### src/pfe_pkg.sv
// ----------------------------------------------------------------------------
// pfe_pkg
// Types, constants and helpers shared by the pulse-width frame encoder.
// ----------------------------------------------------------------------------
package pfe_pkg;

    localparam int TIME_W = 10;
    localparam int DUR_W  = 18;
    localparam int CRC_W  = 16;
    localparam int CFG_AW = 3;
    localparam int CFG_DW = 16;

    localparam logic [CRC_W-1:0] CRC_POLY      = 16'h8408;
    localparam logic [CRC_W-1:0] CRC_SEED_RST  = 16'h3791;
    localparam logic [TIME_W-1:0] OFF_RST      = 10'd170;
    localparam logic [TIME_W-1:0] ON_ZERO_RST  = 10'd240;
    localparam logic [TIME_W-1:0] ON_ONE_RST   = 10'd360;
    localparam logic [TIME_W-1:0] START_HI_RST = 10'd480;
    localparam logic [TIME_W-1:0] END_HI_RST   = 10'd570;
    localparam logic [DUR_W-1:0] US_PER_MS     = 18'd1000;

    // register indexes
    localparam logic [CFG_AW-1:0] CFG_OFF_TIME   = 3'd0;
    localparam logic [CFG_AW-1:0] CFG_ON_ZERO    = 3'd1;
    localparam logic [CFG_AW-1:0] CFG_ON_ONE     = 3'd2;
    localparam logic [CFG_AW-1:0] CFG_START_HIGH = 3'd3;
    localparam logic [CFG_AW-1:0] CFG_END_HIGH   = 3'd4;
    localparam logic [CFG_AW-1:0] CFG_CRC_ENABLE = 3'd5;
    localparam logic [CFG_AW-1:0] CFG_CRC_SEED   = 3'd6;

    typedef struct packed {
        logic [TIME_W-1:0] off_time;
        logic [TIME_W-1:0] on_time_zero;
        logic [TIME_W-1:0] on_time_one;
        logic [TIME_W-1:0] start_high_time;
        logic [TIME_W-1:0] end_high_time;
        logic              crc_enable;
        logic [CRC_W-1:0]  crc_seed;
    } cfg_t;

    // one classified byte handed from front to back
    typedef struct packed {
        logic [7:0]       data;
        logic             start;
        logic             last;
        logic [CRC_W-1:0] crc;
        logic [DUR_W-1:0] recharge_us;
    } cmd_t;

    typedef enum logic [2:0] {
        PH_IDLE,
        PH_START,
        PH_DATA,
        PH_CRC,
        PH_END
    } phase_t;

    function automatic logic [CRC_W-1:0] crc_byte(input logic [CRC_W-1:0] crc_in,
                                                  input logic [7:0] byte_in);
        logic [CRC_W-1:0] c;
        c = crc_in ^ {8'd0, byte_in};
        for (int i = 0; i < 8; i++) begin
            c = c[0] ? ((c >> 1) ^ CRC_POLY) : (c >> 1);
        end
        return c;
    endfunction

    // bit phases are one short; zero stays zero
    function automatic logic [TIME_W-1:0] minus_one(input logic [TIME_W-1:0] v);
        return (v == '0) ? '0 : v - 1'b1;
    endfunction

endpackage

### src/pfe_front.sv
// ----------------------------------------------------------------------------
// pfe_front
// Accepts payload words, tracks the open frame and runs the CRC per byte.
// ----------------------------------------------------------------------------
module pfe_front
    import pfe_pkg::*;
(
    input  logic       clk,
    input  logic       rst_n,
    input  cfg_t       cfg,
    input  logic       in_valid,
    output logic       in_ready,
    input  logic [7:0] in_data,
    input  logic       in_first,
    input  logic       in_last,
    input  logic [7:0] in_recharge,
    input  logic       q_full,
    output logic       q_push,
    output cmd_t       q_cmd
);

    logic [CRC_W-1:0] crc_reg;
    logic [CRC_W-1:0] crc_next;
    logic             open_reg;
    logic             start;
    logic [CRC_W-1:0] crc_base;

    assign in_ready = !q_full;
    assign q_push   = in_valid && !q_full;

    // a byte outside an open frame opens one
    assign start    = in_first || !open_reg;
    assign crc_base = start ? cfg.crc_seed : crc_reg;
    assign crc_next = crc_byte(crc_base, in_data);

    always_comb
    begin
        q_cmd.data        = in_data;
        q_cmd.start       = start;
        q_cmd.last        = in_last;
        q_cmd.crc         = crc_next;
        q_cmd.recharge_us = DUR_W'({10'd0, in_recharge} * US_PER_MS);
    end

    always_ff @(posedge clk or negedge rst_n)
    begin
        if (!rst_n)
        begin
            crc_reg  <= CRC_SEED_RST;
            open_reg <= 1'b0;
        end
        else if (q_push)
        begin
            crc_reg  <= crc_next;
            open_reg <= !in_last;
        end
    end

endmodule

### src/pfe_fifo.sv
// ----------------------------------------------------------------------------
// pfe_fifo
// Short command queue between front and back.
// ----------------------------------------------------------------------------
module pfe_fifo
    import pfe_pkg::*;
#(
    parameter int DEPTH = 4
)
(
    input  logic clk,
    input  logic rst_n,
    input  logic push,
    input  cmd_t wr_cmd,
    output logic full,
    input  logic pop,
    output logic not_empty,
    output cmd_t rd_cmd
);

    localparam int PW = (DEPTH > 1) ? $clog2(DEPTH) : 1;
    localparam int CW = $clog2(DEPTH + 1);

    cmd_t          mem_reg [DEPTH];
    logic [PW-1:0] wr_ptr_reg;
    logic [PW-1:0] rd_ptr_reg;
    logic [CW-1:0] cnt_reg;

    assign full      = (cnt_reg == CW'(DEPTH));
    assign not_empty = (cnt_reg != '0);
    assign rd_cmd    = mem_reg[rd_ptr_reg];

    always_ff @(posedge clk)
    begin
        if (push)
        begin
            mem_reg[wr_ptr_reg] <= wr_cmd;
        end
    end

    always_ff @(posedge clk or negedge rst_n)
    begin
        if (!rst_n)
        begin
            wr_ptr_reg <= '0;
            rd_ptr_reg <= '0;
            cnt_reg    <= '0;
        end
        else
        begin
            if (push)
            begin
                wr_ptr_reg <= (wr_ptr_reg == PW'(DEPTH - 1)) ? '0 : wr_ptr_reg + 1'b1;
            end
            if (pop)
            begin
                rd_ptr_reg <= (rd_ptr_reg == PW'(DEPTH - 1)) ? '0 : rd_ptr_reg + 1'b1;
            end
            if (push && !pop)
            begin
                cnt_reg <= cnt_reg + 1'b1;
            end
            else if (pop && !push)
            begin
                cnt_reg <= cnt_reg - 1'b1;
            end
        end
    end

endmodule

### src/pfe_back.sv
// ----------------------------------------------------------------------------
// pfe_back
// Segment sequencer: expands one command into drive segments, one per cycle
// while out_ready does not stall it, into an output register.
// ----------------------------------------------------------------------------
module pfe_back
    import pfe_pkg::*;
(
    input  logic             clk,
    input  logic             rst_n,
    input  cfg_t             cfg,
    input  logic             q_valid,
    input  cmd_t             q_cmd,
    output logic             q_pop,
    output logic             out_valid,
    input  logic             out_ready,
    output logic             out_drive_on,
    output logic [DUR_W-1:0] out_duration,
    output logic             out_end_of_run,
    output logic             out_frame_done
);

    phase_t           ph_reg;
    phase_t           ph_next;
    logic [4:0]       cnt_reg;
    logic [4:0]       cnt_next;
    cmd_t             cmd_reg;
    logic             adv;
    logic             bit_val;
    logic             seg_lvl;
    logic [DUR_W-1:0] seg_dur;
    logic             seg_eor;
    logic             seg_done;
    logic [TIME_W-1:0] bit_on;

    logic             valid_reg;
    logic             lvl_reg;
    logic [DUR_W-1:0] dur_reg;
    logic             eor_reg;
    logic             done_reg;

    assign adv = (ph_reg != PH_IDLE) && (!valid_reg || out_ready);

    always_comb
    begin
        ph_next  = ph_reg;
        cnt_next = cnt_reg;
        q_pop    = 1'b0;
        seg_lvl  = cnt_reg[0];
        seg_dur  = '0;
        seg_eor  = 1'b0;
        seg_done = 1'b0;
        bit_val  = (ph_reg == PH_CRC) ? cmd_reg.crc[cnt_reg[4:1]]
                                      : cmd_reg.data[cnt_reg[3:1]];
        bit_on   = bit_val ? cfg.on_time_one : cfg.on_time_zero;
        case (ph_reg)
            PH_IDLE:
            begin
                if (q_valid)
                begin
                    q_pop    = 1'b1;
                    ph_next  = q_cmd.start ? PH_START : PH_DATA;
                    cnt_next = '0;
                end
            end
            PH_START:
            begin
                // S, 0, 1 each as off then on
                case (cnt_reg[2:0])
                    3'd1:    seg_dur = DUR_W'(cfg.start_high_time);
                    3'd3:    seg_dur = DUR_W'(cfg.on_time_zero);
                    3'd5:    seg_dur = DUR_W'(cfg.on_time_one);
                    default: seg_dur = DUR_W'(cfg.off_time);
                endcase
                if (adv)
                begin
                    cnt_next = (cnt_reg == 5'd5) ? '0 : cnt_reg + 1'b1;
                    ph_next  = (cnt_reg == 5'd5) ? PH_DATA : PH_START;
                end
            end
            PH_DATA,
            PH_CRC:
            begin
                seg_dur = cnt_reg[0] ? DUR_W'(minus_one(bit_on))
                                     : DUR_W'(minus_one(cfg.off_time));
                if ((ph_reg == PH_DATA) && (cnt_reg == 5'd15) && !cmd_reg.last)
                begin
                    seg_eor = 1'b1;
                end
                if (adv)
                begin
                    cnt_next = cnt_reg + 1'b1;
                    if ((ph_reg == PH_DATA) && (cnt_reg == 5'd15))
                    begin
                        cnt_next = '0;
                        if (!cmd_reg.last)
                        begin
                            ph_next = PH_IDLE;
                        end
                        else
                        begin
                            ph_next = cfg.crc_enable ? PH_CRC : PH_END;
                        end
                    end
                    else if ((ph_reg == PH_CRC) && (cnt_reg == 5'd31))
                    begin
                        cnt_next = '0;
                        ph_next  = PH_END;
                    end
                end
            end
            PH_END:
            begin
                case (cnt_reg[1:0])
                    2'd0:
                    begin
                        seg_lvl = 1'b0;
                        seg_dur = DUR_W'(cfg.off_time);
                    end
                    2'd1:
                    begin
                        seg_lvl = 1'b1;
                        seg_dur = DUR_W'(cfg.end_high_time);
                    end
                    2'd2:
                    begin
                        seg_lvl = 1'b1;
                        seg_dur = cmd_reg.recharge_us;
                    end
                    default:
                    begin
                        // level held until the next frame
                        seg_lvl  = 1'b0;
                        seg_dur  = '0;
                        seg_eor  = 1'b1;
                        seg_done = 1'b1;
                    end
                endcase
                if (adv)
                begin
                    cnt_next = (cnt_reg[1:0] == 2'd3) ? '0 : cnt_reg + 1'b1;
                    ph_next  = (cnt_reg[1:0] == 2'd3) ? PH_IDLE : PH_END;
                end
            end
            default:
            begin
                ph_next = PH_IDLE;
            end
        endcase
    end

    always_ff @(posedge clk or negedge rst_n)
    begin
        if (!rst_n)
        begin
            ph_reg    <= PH_IDLE;
            cnt_reg   <= '0;
            valid_reg <= 1'b0;
        end
        else
        begin
            ph_reg  <= ph_next;
            cnt_reg <= cnt_next;
            if (adv)
            begin
                valid_reg <= 1'b1;
            end
            else if (out_ready)
            begin
                valid_reg <= 1'b0;
            end
        end
    end

    always_ff @(posedge clk)
    begin
        if (q_pop)
        begin
            cmd_reg <= q_cmd;
        end
        if (adv)
        begin
            lvl_reg  <= seg_lvl;
            dur_reg  <= seg_dur;
            eor_reg  <= seg_eor;
            done_reg <= seg_done;
        end
    end

    assign out_valid      = valid_reg;
    assign out_drive_on   = lvl_reg;
    assign out_duration   = dur_reg;
    assign out_end_of_run = eor_reg;
    assign out_frame_done = done_reg;

endmodule

### src/pwm_frame_encoder_crc16_top.sv
// ----------------------------------------------------------------------------
// pwm_frame_encoder_crc16_top
// Pulse-width downlink frame encoder with reflected CRC-16 and end/recharge
// segments.
// ----------------------------------------------------------------------------
//  channel  dir  tdata / fields                          tuser         tlast
//  s_*      in   [7:0] data_byte, [15:8] recharge_time    first_of_frame last_of_frame
//  m_*      out  [0] drive_on, [18:1] duration_us        frame_done    end_of_run
//  cfg_*    in   cfg_addr register index, cfg_wdata value  -             -
//
//  One segment per clock from the sequencer in the back part unless m_tready
//  stalls it; a byte gives 16 to 58 segments, plus a load from the queue.
//  The front takes a new word each cycle while the queue has room.
//  Reset clears frame state, the queue and the output valid flag; config
//  registers return to their defaults.
//  A stalled m_tready holds the output word; the sequencer waits on it.
// ----------------------------------------------------------------------------
module pwm_frame_encoder_crc16_top
    import pfe_pkg::*;
#(
    parameter int FIFO_DEPTH = 4
)
(
    input  logic              clk,
    input  logic              rst_n,
    input  logic              s_tvalid,
    output logic              s_tready,
    input  logic [15:0]       s_tdata,   // data_byte, recharge_time
    input  logic              s_tuser,   // first_of_frame
    input  logic              s_tlast,
    output logic              m_tvalid,
    input  logic              m_tready,
    output logic [23:0]       m_tdata,   // drive_on, duration_us, zero pad
    output logic              m_tuser,   // frame_done
    output logic              m_tlast,
    input  logic              cfg_we,
    input  logic [CFG_AW-1:0] cfg_addr,
    input  logic [CFG_DW-1:0] cfg_wdata
);

    cfg_t             cfg_reg;
    logic             q_full;
    logic             q_push;
    logic             q_pop;
    logic             q_valid;
    cmd_t             q_wr;
    cmd_t             q_rd;
    logic             drive_on;
    logic [DUR_W-1:0] duration;

    always_ff @(posedge clk or negedge rst_n)
    begin
        if (!rst_n)
        begin
            cfg_reg.off_time        <= OFF_RST;
            cfg_reg.on_time_zero    <= ON_ZERO_RST;
            cfg_reg.on_time_one     <= ON_ONE_RST;
            cfg_reg.start_high_time <= START_HI_RST;
            cfg_reg.end_high_time   <= END_HI_RST;
            cfg_reg.crc_enable      <= 1'b1;
            cfg_reg.crc_seed        <= CRC_SEED_RST;
        end
        else if (cfg_we)
        begin
            case (cfg_addr)
                CFG_OFF_TIME:   cfg_reg.off_time        <= cfg_wdata[TIME_W-1:0];
                CFG_ON_ZERO:    cfg_reg.on_time_zero    <= cfg_wdata[TIME_W-1:0];
                CFG_ON_ONE:     cfg_reg.on_time_one     <= cfg_wdata[TIME_W-1:0];
                CFG_START_HIGH: cfg_reg.start_high_time <= cfg_wdata[TIME_W-1:0];
                CFG_END_HIGH:   cfg_reg.end_high_time   <= cfg_wdata[TIME_W-1:0];
                CFG_CRC_ENABLE: cfg_reg.crc_enable      <= cfg_wdata[0];
                CFG_CRC_SEED:   cfg_reg.crc_seed        <= cfg_wdata[CRC_W-1:0];
                default:        ;
            endcase
        end
    end

    pfe_front u_front (
        .clk         (clk),
        .rst_n       (rst_n),
        .cfg         (cfg_reg),
        .in_valid    (s_tvalid),
        .in_ready    (s_tready),
        .in_data     (s_tdata[7:0]),
        .in_first    (s_tuser),
        .in_last     (s_tlast),
        .in_recharge (s_tdata[15:8]),
        .q_full      (q_full),
        .q_push      (q_push),
        .q_cmd       (q_wr)
    );

    pfe_fifo #(
        .DEPTH (FIFO_DEPTH)
    ) u_fifo (
        .clk       (clk),
        .rst_n     (rst_n),
        .push      (q_push),
        .wr_cmd    (q_wr),
        .full      (q_full),
        .pop       (q_pop),
        .not_empty (q_valid),
        .rd_cmd    (q_rd)
    );

    pfe_back u_back (
        .clk            (clk),
        .rst_n          (rst_n),
        .cfg            (cfg_reg),
        .q_valid        (q_valid),
        .q_cmd          (q_rd),
        .q_pop          (q_pop),
        .out_valid      (m_tvalid),
        .out_ready      (m_tready),
        .out_drive_on   (drive_on),
        .out_duration   (duration),
        .out_end_of_run (m_tlast),
        .out_frame_done (m_tuser)
    );

    assign m_tdata = {5'd0, duration, drive_on};

endmodule

### config.mk
export PLATFORM = sky130hd
export DESIGN_NAME = pwm_frame_encoder_crc16_top
export DESIGN_NICKNAME = d
export VERILOG_FILES = /design/src/pfe_pkg.sv /design/src/pfe_front.sv /design/src/pfe_fifo.sv /design/src/pfe_back.sv /design/src/pwm_frame_encoder_crc16_top.sv
export SDC_FILE = /design/constraint.sdc
export NUM_CORES = 1
export LEC_CHECK = 0
export ABC_CLOCK_PERIOD_IN_PS = 6200
export BUFFER_PORTS_ARGS = -buffer_cell sky130_fd_sc_hd__buf_4
export CORE_MARGIN = 10
export CORE_UTILIZATION = 45
export DETAILED_ROUTE_END_ITERATION = 10
export SLEW_MARGIN = 20
export SYNTH_ARGS = -nofsm -noshare
export SYNTH_HDL_FRONTEND = slang
export SYNTH_SLANG_ARGS = --single-unit
### constraint.sdc
create_clock -name clk -period 6.2 [get_ports clk]
set_clock_uncertainty 0.2 [all_clocks]
set_input_delay 0.31 -clock clk [delete_from_list [all_inputs] [get_ports clk]]
set_output_delay 0.31 -clock clk [all_outputs]
set_load 0.01 [all_outputs]
==> impl_metrics.json, run 1 <==
{
  "placed_area_um2": 16300,
  "layout-drive-gt1-share": 0.269,
  "design_area_um2": 17800,
  "dp_cells": 1513,
  "avgSynthCellArea_um2": 14.9,
  "htreeDepth": 2,
  "r2r-start": "u_back.cnt_reg[1]$_DFFE_PN0P_",
  "p_leak_nw": 6.78,
  "cp-end-kind": "flip-flop",
  "met3_length_um": 1600,
  "port_buffers": 64,
  "cts_resized": 0,
  "yosys_most_used_dff": "edfxtp_1",
  "antenna_found_initial": 0,
  "cp_cell_sequence": "dlygate4sd3_1, buf_4, fa_1, fa_1, inv_1, fa_1, fa_1, inv_1, ha_1, a21oi_1, o21bai_1, a21oi_1, o21a_1, or4b_2, o2111ai_1",
  "drt_iter0_markers": 587,
  "cts_tree": "built",
  "routed_wl_um": 33000,
  "hpwlAfterDp_um": 21600,
  "antenna_left": 0,
  "async_reset_ff_frac": 0.308,
  "die_x_um": 204,
  "place_congestion": 0.838,
  "clkLatencyLatePin_ns": 0.54,
  "hold_ws_ns": 0.0390,
  "crit_family": "adder cells",
  "dieArea_um2": 41700,
  "overflow": 0,
  "rsz0062_at_grt": "no",
  "met1_length_um": 14800,
  "cp.arrival_ns": 4.80,
  "slowest_stage": "or4b_2",
  "seqPwrFrac": 0.428,
  "min_period_ns": 4.69,
  "hp-start": "s_tdata[10]",
  "wl_met2_um": 16000,
  "grt_pass1_vias": 8990,
  "grt_max_degree": 58,
  "ys_types": 64,
  "synth_seq_cells": 325,
  "fmax_mhz": 213,
  "hold_class": "in2reg",
  "synth_top_cell_area_share": 0.443,
  "clock_power_share": 0.239,
  "n_antenna_cell": 0,
  "cts_sinks": 325,
  "vias": 8773,
  "cts_root_buf": "clkbuf_16",
  "cp.required_ns": 6.31,
  "ir_worst_vdd_mv": 0.283,
  "area_growth_pct": 16.7,
  "swShare": 0.326,
  "grtUsageTotal": 0.159,
  "grt_pass1_wl_um": 52100,
  "multi_input_area_um2": 5560,
  "route.top_layer_used": "met4",
  "wl_per_cell_um": 20.4,
  "cts_made_buffers": 37,
  "power_switching_mw": 2.93,
  "largest_reg_flops": 164,
  "nets": 1254,
  "drcViolationCount": 0,
  "fin_tns_setup_ns": 0,
  "worst_pin_slew_ns": 0.974,
  "fp.dieH_um": 204,
  "intPower_mw": 6.05,
  "crit_top_cell": "fa_1",
  "yosysWarnings": 0,
  "final_hold_viol_count": 0,
  "finalNonFillerCells": 1614,
  "rows": 67,
  "cap_viol_max_count": 0,
  "fin_crit_sh": 0.757,
  "power.total_mw": 8.98,
  "power_density_nw_per_um2": 505,
  "fillCellCount": 2790,
  "startpoint": "s_tdata[8]",
  "path_clk_slew_ns": 0.06,
  "synth_edf_count": 225,
  "synth_area_leader_cell": "edfxtp_1",
  "setup_viol": 0,
  "clockBufferDepth": 3,
  "start_util": 0.455,
  "finalMaxSlewViolations": 0,
  "combPwrFrac": 0.334,
  "crit_buf_inv": 4,
  "slowest_delay_ns": 0.61,
  "core_um2": 33500,
  "worst-path-max-fanout": 8,
  "worstSetupStartpointType": "input port",
  "ys_seq_area_frac": 0.610,
  "netlist_instances": 1023,
  "regArea_um2": 9310,
  "drtPass1Iterations": 6,
  "viasPerCell": 5.44,
  "ioPinCount": 70,
  "path_class": "in2reg",
  "netlist_top_cells_area": "edfxtp_1 (44%), dfrtp_1 (10%), mux4_2 (6.8%)",
  "slew_headroom": 0.348,
  "netlist_area_um2": 15300,
  "status": "completed"
}
[Yosys cell counts, types with 10 or more instances]
cell and instances:
fa_1 23, xor2_1 15, inv_1 55, edfxtp_1 225
nand3_1 10, and3_1 13, nor3_1 13, nor2_1 30
dfrtp_1 62, a22oi_1 11, clkbuf_1 28, o21ai_0 25
dfstp_2 38, xnor2_1 30, mux2_2 79, nand2_1 87
mux2i_1 28, mux4_2 46, ha_1 52, a21oi_1 23
[path summary, 6_finish.rpt]
path / end / slack [ns] / cells past startpoint
min in group asynchronous: u_fifo.wr_ptr_reg[1]$_DFFE_PN0P_ / 0.13 / 2
max in group asynchronous: u_fifo.rd_ptr_reg[1]$_DFFE_PN0P_ / 4.43 / 3
setup / recovery: u_fifo.mem_reg[2][13]$_DFFE_PP_ / 1.51 / 15
setup reg to reg: u_back.out_duration[0]$_DFFE_PP_ / 2.54 / 8
hold reg to reg: u_front.crc_reg[9]$_DFFE_PN1P_ / 0.26 / 2
hold / removal: u_fifo.mem_reg[0][2]$_DFFE_PP_ / 0.04 / 2
[cells in the final DEF (no fill, tap or decap), types with 23 or more instances in the layout]
cell type / count
edfxtp_1: 225
nand2_1: 87
buf_4: 84
mux2_2: 79
dfrtp_1: 60
inv_1: 55
ha_1: 52
mux4_2: 46
dfstp_2: 38
clkbuf_16: 37
dlygate4sd3_1: 33
xnor2_1: 30
nor2_1: 30
mux2i_1: 28
o21ai_0: 25
a21oi_1: 23
fa_1: 23
[metal layers]
metal  GRT usage  up-vias
met3      0.0300       45
li1            -     4066
met1       0.214     4472
met5           0        -
met2       0.258      190
met4      0.0423        0
[metrics by stage]
step / setup slack (ns) / utilization
2_1_floorplan: 1.83 / -
3_3_place_gp: 1.60 / 0.485
3_5_place_dp: 1.55 / 0.485
4_1_cts: 1.51 / 0.531
5_1_grt: 1.32 / 0.531
6_report: 1.51 / 0.531
[power by group through the flow]
stage                     logic, mW  clock network [mW]  registers, mW
after detailed placement       3.02                   0           3.88
after floorplan                2.19                   0           3.77
after global routing           3.32                2.27           3.92
final                          3.00                2.14           3.84
after global placement         2.98                   0           3.86
after CTS                      3.05                2.20           3.85
[cells by family (layout without fill, tap and decap cells)]
| logic type | after synthesis | after routing | share of synthesized area |
|---|---|---|---|
| AO/OA/AOI/OAI | 130 | 130 | 0.0581 |
| XOR/XNOR | 45 | 45 | 0.0258 |
| adder cells (fa/ha/maj) | 75 | 75 | 0.0728 |
| buffers and inverters | 101 | 240 | 0.0280 |
| flip-flops | 325 | 325 | 0.610 |
| multiplexers | 154 | 154 | 0.145 |
| other | 1 | 5 | 0.000246 |
| AND/OR/NAND/NOR | 192 | 192 | 0.0599 |
[timing repair]
| action | CTS | global route |
|---|---|---|
| buffers inserted | 0 | 0 |
| hold buffers | 33 | 0 |
| hold endpoints to repair | 156 | 0 |
[layout make-up]
| cell class | instances | area share |
|---|---|---|
| repair buffers | 117 | 0.0540 |
| clock buffers | 54 | 0.0578 |
| inverters | 55 | 0.0116 |
| well taps | 448 | 0.0315 |
| clock inverters | 14 | 0.0100 |
| flip-flops and latches | 325 | 0.523 |
| multi-input cells | 601 | 0.312 |
(Power assumes the default switching activity.)
==> run 2, diff against run 1 <==
--- a/config.mk
+++ b/config.mk
@@ -5,7 +5,8 @@
 export SDC_FILE = /design/constraint.sdc
 export NUM_CORES = 1
 export LEC_CHECK = 0
-export ABC_CLOCK_PERIOD_IN_PS = 6200
+export ABC_AREA = 1
+export ABC_CLOCK_PERIOD_IN_PS = 4190
 export BUFFER_PORTS_ARGS = -buffer_cell sky130_fd_sc_hd__buf_4
 export CORE_MARGIN = 10
 export CORE_UTILIZATION = 45
==> constraint.sdc (replaced) <==
create_clock -name clk -period 4.19 [get_ports clk]
set_clock_uncertainty 0.2 [all_clocks]
set_input_delay 0.2095 -clock clk [delete_from_list [all_inputs] [get_ports clk]]
set_output_delay 0.2095 -clock clk [all_outputs]
set_load 0.01 [all_outputs]
==> impl_metrics.json, run 2 <==
{
  "rows": 68,
  "mostFrequentLayoutCells": "nand2_1 (260), edfxtp_1 (225), o21ai_0 (197)",
  "ys_types": 60,
  "avgSynthCellArea_um2": 10.5,
  "hp-start": "s_tdata[8]",
  "clockBufferDepth": 3,
  "grtUsageTotal": 0.176,
  "place_congestion": 0.888,
  "start_util": 0.457,
  "area_growth_pct": 15.9,
  "htreeDepth": 2,
  "cp.required_ns": 4.30,
  "rr_endpoint": "u_back.out_duration[5]$_DFFE_PP_",
  "multi_input_area_um2": 5700,
  "grt_max_degree": 85,
  "cap_viol_max_count": 0,
  "ys_seq_area_frac": 0.588,
  "cts_sinks": 325,
  "cts_tree": "built",
  "cts_root_buf": "clkbuf_16",
  "hold_ws_ns": 0.0125,
  "antenna_left": 0,
  "yosysWarnings": 0,
  "drcViolationCount": 0,
  "dp_cells": 2002,
  "pre_cts_ws_ns": -0.280,
  "fillCellCount": 3057,
  "vias": 11000,
  "port_buffers": 64,
  "finalNonFillerCells": 2099,
  "die_x_um": 208,
  "clkLatencyLatePin_ns": 0.51,
  "regArea_um2": 9310,
  "hold_class": "in2reg",
  "ir_worst_vdd_mv": 0.363,
  "rsz0062_at_grt": "no",
  "path_clk_slew_ns": 0.06,
  "synth_edf_count": 225,
  "p_leak_nw": 7.50,
  "fin_crit_sh": 0.935,
  "cts_setup_buffers": 0,
  "fin_ws_ns": 0.272,
  "r2r-start": "u_back.cnt_reg[1]$_DFFE_PN0P_",
  "viasPerCell": 5.22,
  "fmax_mhz": 255,
  "yosys_most_used_dff": "edfxtp_1",
  "r2r_cells": 17,
  "path_class": "in2reg",
  "routed_wl_um": 38800,
  "hpwlAfterDp_um": 25600,
  "drtPass1Iterations": 5,
  "worst-path-max-fanout": 5,
  "worstSetupStartpointType": "input port",
  "synth_most_common_cell": "nand2_1",
  "nets": 1733,
  "largest_reg_flops": 164,
  "netlist_instances": 1509,
  "n_antenna_cell": 0,
  "status": "completed",
  "synth.top_cells.by_count": "nand2_1 (260), edfxtp_1 (225), o21ai_0 (197)",
  "dieArea_um2": 43100,
  "final_hold_viol_count": 0,
  "fp.dieH_um": 208,
  "design_area_um2": 18400,
  "ioPinCount": 70,
  "core_um2": 34600,
  "grt_pass1_vias": 10800,
  "synth_area_leader_cell": "edfxtp_1",
  "reg2reg_slack_ns": 0.97,
  "synth_top_cell_area_share": 0.427,
  "power_density_nw_per_um2": 753,
  "worst_pin_slew_ns": 0.979,
  "finalMaxSlewViolations": 0,
  "final_common_cell": "nand2_1",
  "cp.arrival_ns": 4.03,
  "layout-drive-gt1-share": 0.159,
  "synth_seq_cells": 325,
  "netlist_area_um2": 15800,
  "cts_made_buffers": 37,
  "min_period_ns": 3.92,
  "drt_iter0_markers": 896,
  "grt_pass1_wl_um": 61200,
  "antenna_found_initial": 0,
  "hold_depth": 2,
  "overflow": 0,
  "setup_viol": 0,
  "whs_endpoint": "u_fifo.mem_reg[1][2]$_DFFE_PP_",
  "placed_area_um2": 16900,
  "wl_per_cell_um": 18.5,
  "netlist_top_cells_area": "edfxtp_1 (43%), dfrtp_1 (9.8%), dfstp_2 (6.3%)",
  "async_reset_ff_frac": 0.308,
  "slew_headroom": 0.346,
  "cp-end-kind": "flip-flop"
}
run 2: cell count changes after synthesis, sizes merged, moves of 12 or more:
cell	change
xnor2	-12
inv	+93
o22ai	+36
mux2	-73
nor2	+108
o21ai	+180
nand3	+67
and3	-13
nand2	+200
a21oi	+17
mux2i	-27
clkbuf	+20
mux4	-46
run 2: per-stage QoR:
step	util	power (mW)	TNS (ns)
floorplan	-	9.11	0
global placement	0.489	10.7	-1.89
detailed placement	0.489	10.8	-2.89
CTS	0.530	13.9	0
global route	0.530	14.8	0
finish	0.530	13.8	0
run 2: how the worst max path moves through the flow:
stage	start	endpoint	slack, ns
6_report	s_tdata[8]	u_fifo.mem_reg[1][13]$_DFFE_PP_	0.27
5_1_grt	s_tdata[8]	u_fifo.mem_reg[1][13]$_DFFE_PP_	0.03
4_1_cts	s_tdata[8]	u_fifo.mem_reg[2][13]$_DFFE_PP_	0.25
3_5_place_dp	s_tdata[8]	u_fifo.mem_reg[1][13]$_DFFE_PP_	-0.28
3_3_place_gp	s_tdata[8]	u_fifo.mem_reg[2][13]$_DFFE_PP_	-0.22
2_1_floorplan	s_tdata[8]	u_fifo.mem_reg[0][13]$_DFFE_PP_	0.06
run 2: kinds of logic after synthesis:
logic type / Yosys count / synth area share
AND/OR/NAND/NOR: 522 / 0.147
multiplexers: 8 / 0.00561
adder cells (fa/ha/maj): 75 / 0.0701
AO/OA/AOI/OAI: 318 / 0.110
flip-flops: 325 / 0.588
buffers and inverters: 219 / 0.0565
other: 1 / 0.000237
XOR/XNOR: 41 / 0.0236
run 2: what timing repair did:
action,in CTS,in global routing
endpoints found under the hold margin,127,0
resized for setup,0,1
hold buffers,30,0
setup endpoints to repair,0,4
run 2: per-layer routing:
layer | global-route usage | part of all wire | vias up
met3 | 0.0248 | 0.044 | 56
met5 | 0 | 0 | -
met4 | 0.0471 | 0.019 | 0
met2 | 0.290 | 0.48 | 259
li1 | - | - | 5355
met1 | 0.237 | 0.46 | 5295
run 2: critical path, cell delays in order:
cell      delay (ns)
buf_4           0.14
fa_2            0.59
fa_1            0.43
inv_1           0.08
fa_1            0.42
fa_1            0.49
inv_1           0.04
ha_1            0.34
a21oi_1         0.15
nand2_1         0.09
nand2_1         0.06
nand2_1         0.05
a21oi_1         0.16
o21bai_1        0.08
a21o_1          0.16
nand2_1         0.05
nand2_1         0.06
a21oi_1         0.16
xor2_1          0.27
run 2: power by group:
part	total, mW	internal [mW]	switching [mW]
sequential	5.50	5.10	0.397
clock	3.03	1.80	1.23
combinational	5.30	1.77	3.53
total	13.8	8.66	5.16
run 2: cell type report:
| cell class | count | area share |
|---|---|---|
| Inverter | 150 | 0.0307 |
| Timing Repair Buffer | 133 | 0.0592 |
| Multi-Input combinational cell | 969 | 0.310 |
| Tap cell | 455 | 0.0310 |
| Clock inverter | 14 | 0.00709 |
| Clock buffer | 53 | 0.0548 |
| Sequential cell | 325 | 0.507 |
